<file path="src/sv/alsb_pkg.sv">
// shared types and constants for the adaptive replacement engine
package alsb_pkg;
    localparam logic [2:0] MODE_LRU   = 3'b001;
    localparam logic [2:0] MODE_SRRIP = 3'b010;
    localparam logic [2:0] MODE_BIP   = 3'b100;

    localparam logic [2:0] CFG_REUSE    = 3'd0;
    localparam logic [2:0] CFG_MODERATE = 3'd1;
    localparam logic [2:0] CFG_STRIDE   = 3'd2;
    localparam logic [2:0] CFG_RANDOM   = 3'd3;
    localparam logic [2:0] CFG_ODDS     = 3'd4;
    localparam logic [2:0] CFG_SEED     = 3'd5;

    localparam logic [15:0] LFSR_TAPS = 16'hB400;

    typedef enum logic [1:0] {
        ST_CLEAR,
        ST_IDLE,
        ST_READ,
        ST_EXEC
    } t_state;

    // configuration values seen by the datapath
    typedef struct packed {
        logic [5:0]  reuse_hits;
        logic [5:0]  moderate_hits;
        logic [15:0] stride_limit;
        logic [7:0]  random_threshold;
        logic [3:0]  odds_log2;
    } t_cfg;
endpackage

</file>
<file path="src/sv/alsb_cfg_regs.sv">
// configuration register file
module alsb_cfg_regs (
    input  logic            i_clk,
    input  logic            i_rst_n,
    input  logic            i_cfg_valid,
    input  logic [2:0]      i_cfg_index,
    input  logic [15:0]     i_cfg_data,
    output alsb_pkg::t_cfg  o_cfg,
    output logic            o_seed_load,
    output logic [15:0]     o_seed
);
    alsb_pkg::t_cfg r_cfg;
    logic           r_seed_load;
    logic [15:0]    r_seed;

    // register writes
    always_ff @(posedge i_clk) begin
        if (!i_rst_n) begin
            r_cfg.reuse_hits       <= 6'd13;
            r_cfg.moderate_hits    <= 6'd7;
            r_cfg.stride_limit     <= 16'd4096;
            r_cfg.random_threshold <= 8'd8;
            r_cfg.odds_log2        <= 4'd5;
            r_seed                 <= 16'd44257;
            r_seed_load            <= 1'b1;
        end else begin
            r_seed_load <= 1'b0;
            if (i_cfg_valid) begin
                unique case (i_cfg_index)
                    alsb_pkg::CFG_REUSE:    r_cfg.reuse_hits <= i_cfg_data[5:0];
                    alsb_pkg::CFG_MODERATE: r_cfg.moderate_hits <= i_cfg_data[5:0];
                    alsb_pkg::CFG_STRIDE:   r_cfg.stride_limit <= i_cfg_data;
                    alsb_pkg::CFG_RANDOM:   r_cfg.random_threshold <= i_cfg_data[7:0];
                    alsb_pkg::CFG_ODDS:     r_cfg.odds_log2 <= i_cfg_data[3:0];
                    alsb_pkg::CFG_SEED: begin
                        r_seed      <= (i_cfg_data == 16'd0) ? 16'd1 : i_cfg_data;
                        r_seed_load <= 1'b1;
                    end
                    default: ;
                endcase
            end
        end
    end

    assign o_cfg       = r_cfg;
    assign o_seed_load = r_seed_load;
    assign o_seed      = r_seed;
endmodule

</file>
<file path="config.mk">
export PLATFORM = sky130hd
export DESIGN_NAME = alsb_cfg_regs
export DESIGN_NICKNAME = d
export VERILOG_FILES = /design/src/sv/alsb_pkg.sv /design/src/sv/alsb_cfg_regs.sv
export SDC_FILE = /design/constraint.sdc
export NUM_CORES = 1
export LEC_CHECK = 0
export ABC_AREA = 1
export BUFFER_PORTS_ARGS = -buffer_cell sky130_fd_sc_hd__buf_2
export CORE_ASPECT_RATIO = 1.2
export CORE_MARGIN = 8
export CORE_UTILIZATION = 35
export DETAILED_ROUTE_END_ITERATION = 10
export RECOVER_POWER = 25
export SLEW_MARGIN = 40
export SYNTH_ARGS = -nofsm -noshare
export SYNTH_HDL_FRONTEND = slang
export SYNTH_SLANG_ARGS = --single-unit
export TNS_END_PERCENT = 1
</file>
<file path="constraint.sdc">
create_clock -name i_clk -period 1 [get_ports i_clk]
set_input_delay 0.15 -clock i_clk [delete_from_list [all_inputs] [get_ports i_clk]]
set_output_delay 0.15 -clock i_clk [all_outputs]
set_load 0.02 [all_outputs]
</file>
**Yosys cells after proc, flatten, opt, wreduce, memory -nomap -nowiden**

Index checks and enable logic that the tools add are counted.

- Bits in registers: 57
- Input bits: 22
- Output and inout bits: 57
- Logic and storage cells: 23

- Equality and inequality tests: 5
- Muxes and demuxes: 3
- Reduce and logical (&&, ||, !) cells: 8

Operators with widths:

| kind | count |
|---|---|
| logical NOT 16 bit | 1 |
| two-way mux 16 bit | 1 |
| AND reduction 2 bit | 6 |
| equality test 3 x 2 -> 1 bit, second input constant | 2 |
| equality test 3 bit, second input constant | 2 |
| equality test 3 x 1 -> 1 bit, second input constant | 1 |
| logical NOT 3 bit | 1 |
| two-way mux 1 bit | 2 |

**Depth between registers and ports, before layout**

Gate-level depths: netlist (run 1).

- Word-level depth: 3
- Mapped depth: 7
- Depth with buffers taken out: 6

**Worst setup path after synthesis (run 1)**

Ideal clock, no wire load.

- Path type: input port to flip-flop
- From: input i_cfg_index[0]
- To: register r_cfg, in the netlist o_cfg[2]
- Setup time: 0.138 ns
- Data arrival time: 0.742 ns
- Data required time: 0.862 ns
- Path slack: 0.120 ns
- Stages on the path: 6
- Path buffers: 0
- Cells stage by stage: inv_1 > nand2_1 > nor2_2 > inv_1 > nand2_1 > o211ai_1

- Word-level cells in the longest chain between the ends: 2

Ends and longest elaborated chain:

| element | line | source |
|---|---|---|
| start, declared | alsb_cfg_regs.sv:6 | `input logic [2:0] i_cfg_index,` |
| equality test 3 bit | alsb_cfg_regs.sv:29 | `unique case (i_cfg_index)` |
| AND reduction 2 bit (no line) | n/a |  |
| end, declared | alsb_cfg_regs.sv:12 | `alsb_pkg::t_cfg r_cfg;` |

No other way between the ends.
A chain may end at the register's enable or synchronous reset.

**Final worst setup path (run 1)**

- From: register r_cfg, in the netlist o_cfg[9]
- To: output o_cfg[9] (netlist bit)

RTL lines:

| element | line | source |
|---|---|---|
| end, declared | alsb_cfg_regs.sv:8 | `output alsb_pkg::t_cfg o_cfg,` |

No word-level cell between the ends.

==> results of run 1 <==
==> cells by family (layout without fill, tap and decap cells) <==
| kind of cell | Yosys count | in the layout |
|---|---|---|
| AO/OA/AOI/OAI | 44 | 44 |
| buffers and inverters | 23 | 125 |
| flip-flops | 57 | 57 |
| AND/OR/NAND/NOR | 140 | 140 |
==> through the flow <==
step	TNS, ns	area [um2]
2_1_floorplan	0	2080
3_3_place_gp	-0.588	2650
3_5_place_dp	-1.55	2650
4_1_cts	-0.00124	2980
5_1_grt	-0.0238	3110
6_report	0	3110
==> worst min-delay path by stage <==
stage                       endpoint  slack, ns  cells after the start
after global routing       o_seed[8]       0.05                      3
after detailed placement   o_seed[8]       0.37                      3
after floorplan           o_seed[12]       0.25                      2
after CTS                  o_seed[8]       0.02                      3
after global placement     o_seed[8]       0.37                      3
final                      o_seed[8]       0.04                      3
==> layer usage <==
metal / part of all wire / GRT usage / vias up
li1: - / - / 1037
met1: 0.41 / 0.165 / 937
met2: 0.50 / 0.246 / 75
met3: 0.078 / 0.0654 / 6
met4: 0.012 / 0.0677 / 0
met5: 0 / 0 / -
==> registers in the layout, indices dropped and copies added, names as in the netlist <==
signal       cells
o_cfg           40
o_seed          16
o_seed_load      1
==> timing repair <==
item | in CTS | in global routing
gates resized for setup | 40 | 69
gates cloned | 0 | 0
endpoints found under the hold margin | 0 | 0
endpoints found under the setup margin | 31 | 47
==> final cells by class <==
cell class / count / area, um2
timing repair buffer: 94 / 709
inverter: 15 / 56.3
fill: 574 / 2600
tap: 80 / 100
clock buffer: 10 / 138
clock inverter: 6 / 105
multi-input combinational: 184 / 812
sequential: 57 / 1190
==> report_power, final <==
part	internal (W)	switching (W)	total, W	leakage (nW)
sequential	0.00235	0.0000403	0.00239	0.467
combinational	0.000210	0.000317	0.000527	0.857
clock	0.00171	0.000906	0.00261	0.126
total	0.00427	0.00126	0.00553	1.45
==> placed cells by master, fill, tap and decap left out <==
master	instances
sky130_fd_sc_hd__nor2_1	73
sky130_fd_sc_hd__buf_4	56
sky130_fd_sc_hd__nand2_1	48
sky130_fd_sc_hd__dfxtp_2	37
sky130_fd_sc_hd__o21ai_0	24
sky130_fd_sc_hd__buf_2	21
sky130_fd_sc_hd__dfxtp_1	20
sky130_fd_sc_hd__buf_6	16
sky130_fd_sc_hd__nand3_1	15
sky130_fd_sc_hd__inv_1	14
sky130_fd_sc_hd__a21oi_1	12
sky130_fd_sc_hd__clkbuf_8	10
sky130_fd_sc_hd__o211ai_1	6
sky130_fd_sc_hd__clkinv_2	3
sky130_fd_sc_hd__bufinv_16	3
sky130_fd_sc_hd__nor2_4	2
sky130_fd_sc_hd__o21ai_2	2
sky130_fd_sc_hd__inv_2	1
sky130_fd_sc_hd__nor2_2	1
sky130_fd_sc_hd__nand2_4	1
sky130_fd_sc_hd__clkbuf_1	1
==> Yosys cell counts, drive strengths merged <==
cell type and instances:
nor2 76, dfxtp 57, nand2 49, o21ai 26, inv 15, nand3 15, a21oi 12, o211ai 6
buf 4, clkbuf 4
==> report_table.html, run 1 <==
<table>
<tr><th>Metric</th><th>Value</th></tr>
<tr><th colspan="2">Run status</th></tr>
<tr><td>Outcome</td><td>finished clean</td></tr>
<tr><th colspan="2">Drt</th></tr>
<tr><td>DRC errors left</td><td>0</td></tr>
<tr><td>Via-per-instance ratio</td><td>4.61</td></tr>
<tr><td>Drt total wl</td><td>6320 um</td></tr>
<tr><td>Routed len/inst</td><td>14.2 um</td></tr>
<tr><td>1st-pass router iterations</td><td>5</td></tr>
<tr><td>Number of nets with antenna violations after routing</td><td>0</td></tr>
<tr><td>Total vias in the final route</td><td>2055</td></tr>
<tr><td>Initial DRC Count</td><td>81</td></tr>
<tr><th colspan="2">Timing</th></tr>
<tr><td>Time the final worst path needs with I/O delays and setup</td><td>0.976 ns</td></tr>
<tr><td>Worst hold slack across all endpoints</td><td>0.0374 ns</td></tr>
<tr><td>Setup skew after layout</td><td>0 ns</td></tr>
<tr><td>Final setup fails</td><td>0</td></tr>
<tr><td>Final Hold Violating Endpoints</td><td>0</td></tr>
<tr><td>Fmax</td><td>1020 MHz</td></tr>
<tr><td>Least setup slack across all paths after layout</td><td>0.0236 ns</td></tr>
<tr><td>Slew at the pin with the worst max-slew slack</td><td>0.379 ns</td></tr>
<tr><td>Count of pins over their slew limit</td><td>0</td></tr>
<tr><td>Worst slew slack as a fraction of its limit</td><td>0.747</td></tr>
<tr><td>Final worst path period share</td><td>0.976</td></tr>
<tr><th colspan="2">Global route</th></tr>
<tr><td>Antenna violations before repair</td><td>0</td></tr>
<tr><td>First-pass GRT wire length</td><td>10100 um</td></tr>
<tr><td>Pin count of the biggest net entering global routing</td><td>18</td></tr>
<tr><td>Global-route total usage across every layer</td><td>0.151</td></tr>
<tr><td>Total overflow reported by the global router</td><td>0</td></tr>
<tr><td>Number of global-route vias before repair</td><td>2050</td></tr>
<tr><th colspan="2">Place</th></tr>
<tr><td>HPWL after detailed placement</td><td>4680 um</td></tr>
<tr><td>Minimum setup slack after placement</td><td>-0.124 ns</td></tr>
<tr><td>Number of cells in the design after placement</td><td>430</td></tr>
<tr><td>Number of port buffers</td><td>78</td></tr>
<tr><td>Final weighted congestion of routability-driven global placement</td><td>0.766</td></tr>
<tr><th colspan="2">Synth</th></tr>
<tr><td>Adder-cell area share of the yosys netlist</td><td>0</td></tr>
<tr><td>Combinational family with the most area after synthesis</td><td>simple AND/OR/NAND/NOR gates</td></tr>
<tr><td>Cell variety after synth</td><td>21</td></tr>
<tr><td>Area share of the largest cell type after synthesis</td><td>0.549</td></tr>
<tr><td>Cell taking the most area after synthesis</td><td>sky130_fd_sc_hd__dfxtp_1</td></tr>
<tr><td>Number of storage elements in the synthesis netlist</td><td>57</td></tr>
<tr><td>Number of warnings reported in the yosys synthesis log</td><td>0</td></tr>
<tr><td>Sequential area share after synthesis</td><td>0.549</td></tr>
<tr><td>Combined area of all synthesized cells</td><td>2080 um2</td></tr>
<tr><td>XOR/XNOR Fraction of Synth Area</td><td>0</td></tr>
<tr><td>Multiplexer share of the synthesized area</td><td>0</td></tr>
<tr><td>Syn nets</td><td>286</td></tr>
<tr><td>Number of instances in the synthesized netlist</td><td>264</td></tr>
<tr><td>Largest cells by area after synthesis</td><td>sky130_fd_sc_hd__dfxtp_1 (55%), sky130_fd_sc_hd__nor2_1 (13%), sky130_fd_sc_hd__nand2_1 (8.5%)</td></tr>
<tr><td>Avg Synthesized Cell Area</td><td>7.87 um2</td></tr>
<tr><td>Synth Area in Compound Gates</td><td>0.119</td></tr>
<tr><td>Simple-gate area share of the yosys netlist</td><td>0.285</td></tr>
<tr><th colspan="2">Critical path</th></tr>
<tr><td>List of cells traversed by the critical path</td><td>buf_6</td></tr>
<tr><td>Slowest cell on the critical path</td><td>sky130_fd_sc_hd__dfxtp_1</td></tr>
<tr><td>Family with the most delay on the worst path</td><td>flip-flops</td></tr>
<tr><td>Total buffers and inverters traversed by the critical path</td><td>1</td></tr>
<tr><td>Termination of the worst setup path</td><td>o_cfg[9]</td></tr>
<tr><td>Setup crit start</td><td>o_cfg[9]</td></tr>
<tr><td>Type of element launching the critical path</td><td>flop</td></tr>
<tr><td>Max FO, Critical Path</td><td>2</td></tr>
<tr><td>Category of the most critical setup path</td><td>flop to output pin</td></tr>
<tr><td>Total stage count of the critical path</td><td>1</td></tr>
<tr><td>Data arrival at the endpoint of the critical path</td><td>0.83 ns</td></tr>
<tr><td>Worst EP required</td><td>0.85 ns</td></tr>
<tr><td>Depth of the most critical reg-to-reg path</td><td>2</td></tr>
<tr><td>Endpoint class of the critical path</td><td>output pin</td></tr>
<tr><td>Endpoint of the most critical register-to-register path</td><td>o_cfg[3]</td></tr>
<tr><td>Stage delay of the slowest cell on the critical path</td><td>0.36 ns</td></tr>
<tr><td>Reg-to-reg setup timing slack</td><td>0.34 ns</td></tr>
<tr><td>Startpoint of the lowest-slack register-to-register path</td><td>o_cfg[3]</td></tr>
<tr><th colspan="2">Floorplan</th></tr>
<tr><td>Initial standard-cell utilization of the core</td><td>0.364</td></tr>
<tr><td>Number of rows in the core area</td><td>30</td></tr>
<tr><td>Die extent in x</td><td>86.3 um</td></tr>
<tr><td>Area of the core region</td><td>5710 um2</td></tr>
<tr><td>Die footprint</td><td>8670 um2</td></tr>
<tr><td>Die extent in y</td><td>100 um</td></tr>
<tr><td>Boundary pin count</td><td>79</td></tr>
<tr><th colspan="2">Worst hold path</th></tr>
<tr><td>Classification of the worst-slack hold path</td><td>input port to flop</td></tr>
<tr><td>Start point of the worst min-delay path</td><td>i_cfg_data[8]</td></tr>
<tr><th colspan="2">Pwr</th></tr>
<tr><td>Overall Power</td><td>0.00553 W</td></tr>
<tr><td>PwrDens</td><td>1780 nW/um2</td></tr>
<tr><td>Static Leakage</td><td>1.45 nW</td></tr>
<tr><td>Maximum vdd ir drop</td><td>1.09 mV</td></tr>
<tr><th colspan="2">Cells and area</th></tr>
<tr><td>Cell Count, Final, Fillers Out</td><td>446</td></tr>
<tr><td>Net count, final</td><td>383</td></tr>
<tr><td>Utilization after layout</td><td>0.545</td></tr>
<tr><td>P&amp;R area growth vs syn</td><td>49.5%</td></tr>
<tr><td>Share of layout cells above drive strength 1</td><td>0.418</td></tr>
<tr><td>Antenna Diode Count</td><td>0</td></tr>
<tr><th colspan="2">Clock network</th></tr>
<tr><td>H-tree levels</td><td>3</td></tr>
<tr><td>Sinks on Clock Net</td><td>57</td></tr>
<tr><td>Max clock buf depth</td><td>2</td></tr>
<tr><td>Clk slew on worst S/H paths</td><td>0.07 ns</td></tr>
<tr><td>Count of hold buffers inserted by post-cts repair</td><td>0</td></tr>
<tr><td>Clock latency of the later-clocked register in the worst-skew pair</td><td>0.33 ns</td></tr>
<tr><td>Root Buffer</td><td>sky130_fd_sc_hd__clkbuf_8</td></tr>
<tr><td>Clock tree from TritonCTS</td><td>done</td></tr>
<tr><td>Setup fix buffers added after clock tree synthesis</td><td>0</td></tr>
<tr><td>Cts bufs inserted</td><td>9</td></tr>
<tr><th colspan="2">Job</th></tr>
<tr><td>Maximum Capacitance Violations</td><td>0</td></tr>
</table>
(Power assumes the default switching activity.)
==> run 2: changes to the inputs <==
--- a/config.mk
+++ b/config.mk
@@ -7,7 +7,7 @@
 export LEC_CHECK = 0
 export ABC_AREA = 1
 export BUFFER_PORTS_ARGS = -buffer_cell sky130_fd_sc_hd__buf_2
-export CORE_ASPECT_RATIO = 1.2
+export CORE_ASPECT_RATIO = 0.9
 export CORE_MARGIN = 8
 export CORE_UTILIZATION = 35
 export DETAILED_ROUTE_END_ITERATION = 10
==> report_table.html, run 2 (synthesized netlist as in run 1, its figures left out) <==
<table>
<tr><th>Metric</th><th>Value</th></tr>
<tr><th colspan="2">Global route</th></tr>
<tr><td>Global-route total usage across every layer</td><td>0.144 (-0.00685)</td></tr>
<tr><td>Pin count of the biggest net entering global routing</td><td>44 (+26)</td></tr>
<tr><td>Antenna violations before repair</td><td>0 (unchanged)</td></tr>
<tr><td>Total overflow reported by the global router</td><td>0 (unchanged)</td></tr>
<tr><td>Number of global-route vias before repair</td><td>1997 (-2.6%)</td></tr>
<tr><td>First-pass GRT wire length</td><td>9810 um (-3.0%)</td></tr>
<tr><th colspan="2">Timing</th></tr>
<tr><td>Final setup fails</td><td>0 (unchanged)</td></tr>
<tr><td>Worst hold slack across all endpoints</td><td>0.0422 ns (+0.00480 ns)</td></tr>
<tr><td>RSZ-0062 raised after global routing</td><td>true</td></tr>
<tr><td>Slew at the pin with the worst max-slew slack</td><td>0.306 ns (-0.0727 ns)</td></tr>
<tr><td>Final worst path period share</td><td>0.961 (-0.0159)</td></tr>
<tr><td>Count of pins over their slew limit</td><td>0 (unchanged)</td></tr>
<tr><td>Final Hold Violating Endpoints</td><td>0 (unchanged)</td></tr>
<tr><td>Worst slew slack as a fraction of its limit</td><td>0.795 (+0.0486)</td></tr>
<tr><td>Fmax</td><td>1040 MHz (+1.7%)</td></tr>
<tr><td>Final total negative setup slack</td><td>0 ns (unchanged)</td></tr>
<tr><td>Setup skew after layout</td><td>0 ns (unchanged)</td></tr>
<tr><td>Least setup slack across all paths after layout</td><td>0.0395 ns (+0.0159 ns)</td></tr>
<tr><td>Time the final worst path needs with I/O delays and setup</td><td>0.961 ns (-0.0159 ns)</td></tr>
<tr><th colspan="2">Clock network</th></tr>
<tr><td>Clock tree from TritonCTS</td><td>done</td></tr>
<tr><td>Clk slew on worst S/H paths</td><td>0.06 ns (about the same)</td></tr>
<tr><td>Sinks on Clock Net</td><td>57 (unchanged)</td></tr>
<tr><td>Count of hold buffers inserted by post-cts repair</td><td>0 (unchanged)</td></tr>
<tr><td>H-tree levels</td><td>3 (unchanged)</td></tr>
<tr><td>Clock latency of the later-clocked register in the worst-skew pair</td><td>0.33 ns (about the same)</td></tr>
<tr><td>Cts bufs inserted</td><td>9 (unchanged)</td></tr>
<tr><td>Max clock buf depth</td><td>2 (unchanged)</td></tr>
<tr><td>Root Buffer</td><td>sky130_fd_sc_hd__clkbuf_8</td></tr>
<tr><th colspan="2">Critical path</th></tr>
<tr><td>Worst EP required</td><td>0.85 ns (about the same)</td></tr>
<tr><td>Type of element launching the critical path</td><td>flop</td></tr>
<tr><td>Startpoint of the lowest-slack register-to-register path</td><td>o_cfg[3]</td></tr>
<tr><td>Endpoint of the most critical register-to-register path</td><td>o_cfg[3]</td></tr>
<tr><td>Endpoint class of the critical path</td><td>output pin</td></tr>
<tr><td>Total buffers and inverters traversed by the critical path</td><td>1 (unchanged)</td></tr>
<tr><td>Data arrival at the endpoint of the critical path</td><td>0.81 ns (-0.02 ns)</td></tr>
<tr><td>Stage delay of the slowest cell on the critical path</td><td>0.34 ns (-0.02 ns)</td></tr>
<tr><td>Reg-to-reg setup timing slack</td><td>0.35 ns (about the same)</td></tr>
<tr><td>Family with the most delay on the worst path</td><td>flip-flops</td></tr>
<tr><td>List of cells traversed by the critical path</td><td>buf_4</td></tr>
<tr><td>Depth of the most critical reg-to-reg path</td><td>2 (unchanged)</td></tr>
<tr><td>Category of the most critical setup path</td><td>flop to output pin</td></tr>
<tr><td>Slowest cell on the critical path</td><td>sky130_fd_sc_hd__dfxtp_1</td></tr>
<tr><td>Max FO, Critical Path</td><td>2 (unchanged)</td></tr>
<tr><th colspan="2">Cells and area</th></tr>
<tr><td>Commonest cells after routing, fill and taps aside</td><td>sky130_fd_sc_hd__nor2_1 (74), sky130_fd_sc_hd__buf_4 (49), sky130_fd_sc_hd__nand2_1 (48)</td></tr>
<tr><td>P&amp;R area growth vs syn</td><td>48.3%</td></tr>
<tr><td>Count of fill cells added during filler insertion</td><td>551 (-4.0%)</td></tr>
<tr><td>Utilization after layout</td><td>0.541 (-0.00342)</td></tr>
<tr><td>Flip-flop count of the largest register after layout</td><td>40 (unchanged)</td></tr>
<tr><td>Share of layout cells above drive strength 1</td><td>0.411 (-0.00659)</td></tr>
<tr><td>Antenna Diode Count</td><td>0 (unchanged)</td></tr>
<tr><td>Most common cell after layout, fill and taps aside</td><td>sky130_fd_sc_hd__nor2_1</td></tr>
<tr><td>Net count, final</td><td>384 (+0.26%)</td></tr>
<tr><th colspan="2">Pwr</th></tr>
<tr><td>PwrDens</td><td>1560 nW/um2 (-12%)</td></tr>
<tr><td>Static Leakage</td><td>1.43 nW (-1.6%)</td></tr>
<tr><td>Overall Power</td><td>0.00481 W (-13%)</td></tr>
<tr><td>Maximum vdd ir drop</td><td>0.858 mV (-22%)</td></tr>
<tr><th colspan="2">Floorplan</th></tr>
<tr><td>Die extent in x</td><td>97.2 um (+13%)</td></tr>
<tr><td>Die footprint</td><td>8660 um2 (about the same)</td></tr>
<tr><td>Die extent in y</td><td>89.1 um (-11%)</td></tr>
<tr><td>Area of the core region</td><td>5690 um2 (-0.22%)</td></tr>
<tr><td>Number of rows in the core area</td><td>26 (-13%)</td></tr>
<tr><td>Initial standard-cell utilization of the core</td><td>0.365 (+0.000801)</td></tr>
<tr><td>Boundary pin count</td><td>79 (unchanged)</td></tr>
<tr><th colspan="2">Drt</th></tr>
<tr><td>Drt total wl</td><td>6030 um (-4.6%)</td></tr>
<tr><td>DRC errors left</td><td>0 (unchanged)</td></tr>
<tr><td>Via-per-instance ratio</td><td>4.60 (about the same)</td></tr>
<tr><td>1st-pass router iterations</td><td>4 (-1)</td></tr>
<tr><td>Initial DRC Count</td><td>86 (+6.2%)</td></tr>
<tr><td>Routed len/inst</td><td>13.8 um (-2.6%)</td></tr>
<tr><td>Number of nets with antenna violations after routing</td><td>0 (unchanged)</td></tr>
<tr><td>Total vias in the final route</td><td>2012 (-2.1%)</td></tr>
<tr><th colspan="2">Place</th></tr>
<tr><td>HPWL after detailed placement</td><td>4530 um (-3.2%)</td></tr>
<tr><td>Number of port buffers</td><td>78 (unchanged)</td></tr>
<tr><td>Final weighted congestion of routability-driven global placement</td><td>0.764 (-0.27%)</td></tr>
<tr><td>Minimum setup slack after placement</td><td>-0.108 ns (+0.0154 ns)</td></tr>
<tr><th colspan="2">Job</th></tr>
<tr><td>Maximum Capacitance Violations</td><td>0 (unchanged)</td></tr>
<tr><th colspan="2">Worst hold path</th></tr>
<tr><td>Classification of the worst-slack hold path</td><td>input port to flop</td></tr>
<tr><td>Hold Path Depth</td><td>3 (unchanged)</td></tr>
<tr><td>Endpoint with the worst hold slack</td><td>o_seed[9]</td></tr>
<tr><td>Start point of the worst min-delay path</td><td>i_cfg_data[9]</td></tr>
<tr><th colspan="2">Run status</th></tr>
<tr><td>Outcome</td><td>finished clean</td></tr>
</table>
## run 2: per-layer routing
| metal | global-route usage | wire (um) | up-vias |
|---|---|---|---|
| met5 | 0 | 0 | - |
| met4 | 0.0495 | 37 | 0 |
| met3 | 0.0796 | 612 | 5 |
| met2 | 0.224 | 2760 | 68 |
| met1 | 0.165 | 2630 | 897 |
| li1 | - | - | 1042 |
## run 2: where the power goes
group	leakage, nW	switching, W	internal (W)
Combinational	0.864	0.000312	0.000218
Sequential	0.470	0.0000394	0.00235
Clock	0.0932	0.000866	0.00102
Total	1.43	0.00122	0.00359
## run 2: what timing repair did
item | in CTS | in global routing
gates resized for setup | 31 | 84
setup buffers | 0 | 0
setup endpoints to repair | 25 | 53
cloned | 0 | 0
## run 2: layout make-up
cell class	count	area [um2]	share of cell area
flip-flops and latches	57	1190	0.386
multi-input cells	184	810	0.263
repair buffers	95	764	0.248
clock buffers	13	159	0.0516
well taps	70	87.6	0.0284
inverters	15	56.3	0.0183
clock inverters	3	15.0	0.00487
## run 2: worst max-delay path by stage
stage	cells after the start	slack [ns]	endpoint	startpoint
finish	1	0.04	o_cfg[23]	o_cfg[23]
global route	1	-0.003	o_cfg[33]	o_cfg[33]
CTS	1	0.0006	o_cfg[29]	o_cfg[29]
detailed placement	8	-0.11	o_seed[12]	i_cfg_index[0]
global placement	7	-0.08	o_cfg[2]	i_cfg_index[0]
floorplan	6	0.12	o_cfg[2]	i_cfg_index[0]
## run 2: tightest hold or removal path, stage by stage
cell,delay [ns]
sky130_fd_sc_hd__buf_2,0.10
sky130_fd_sc_hd__nand2_1,0.05
sky130_fd_sc_hd__nand2_1,0.04
## run 2: through the flow
stage,instances,instance area [um2]
floorplan,264,2080
global placement,421,2680
detailed placement,421,2680
CTS,437,2920
global route,437,3080
finish,437,3080
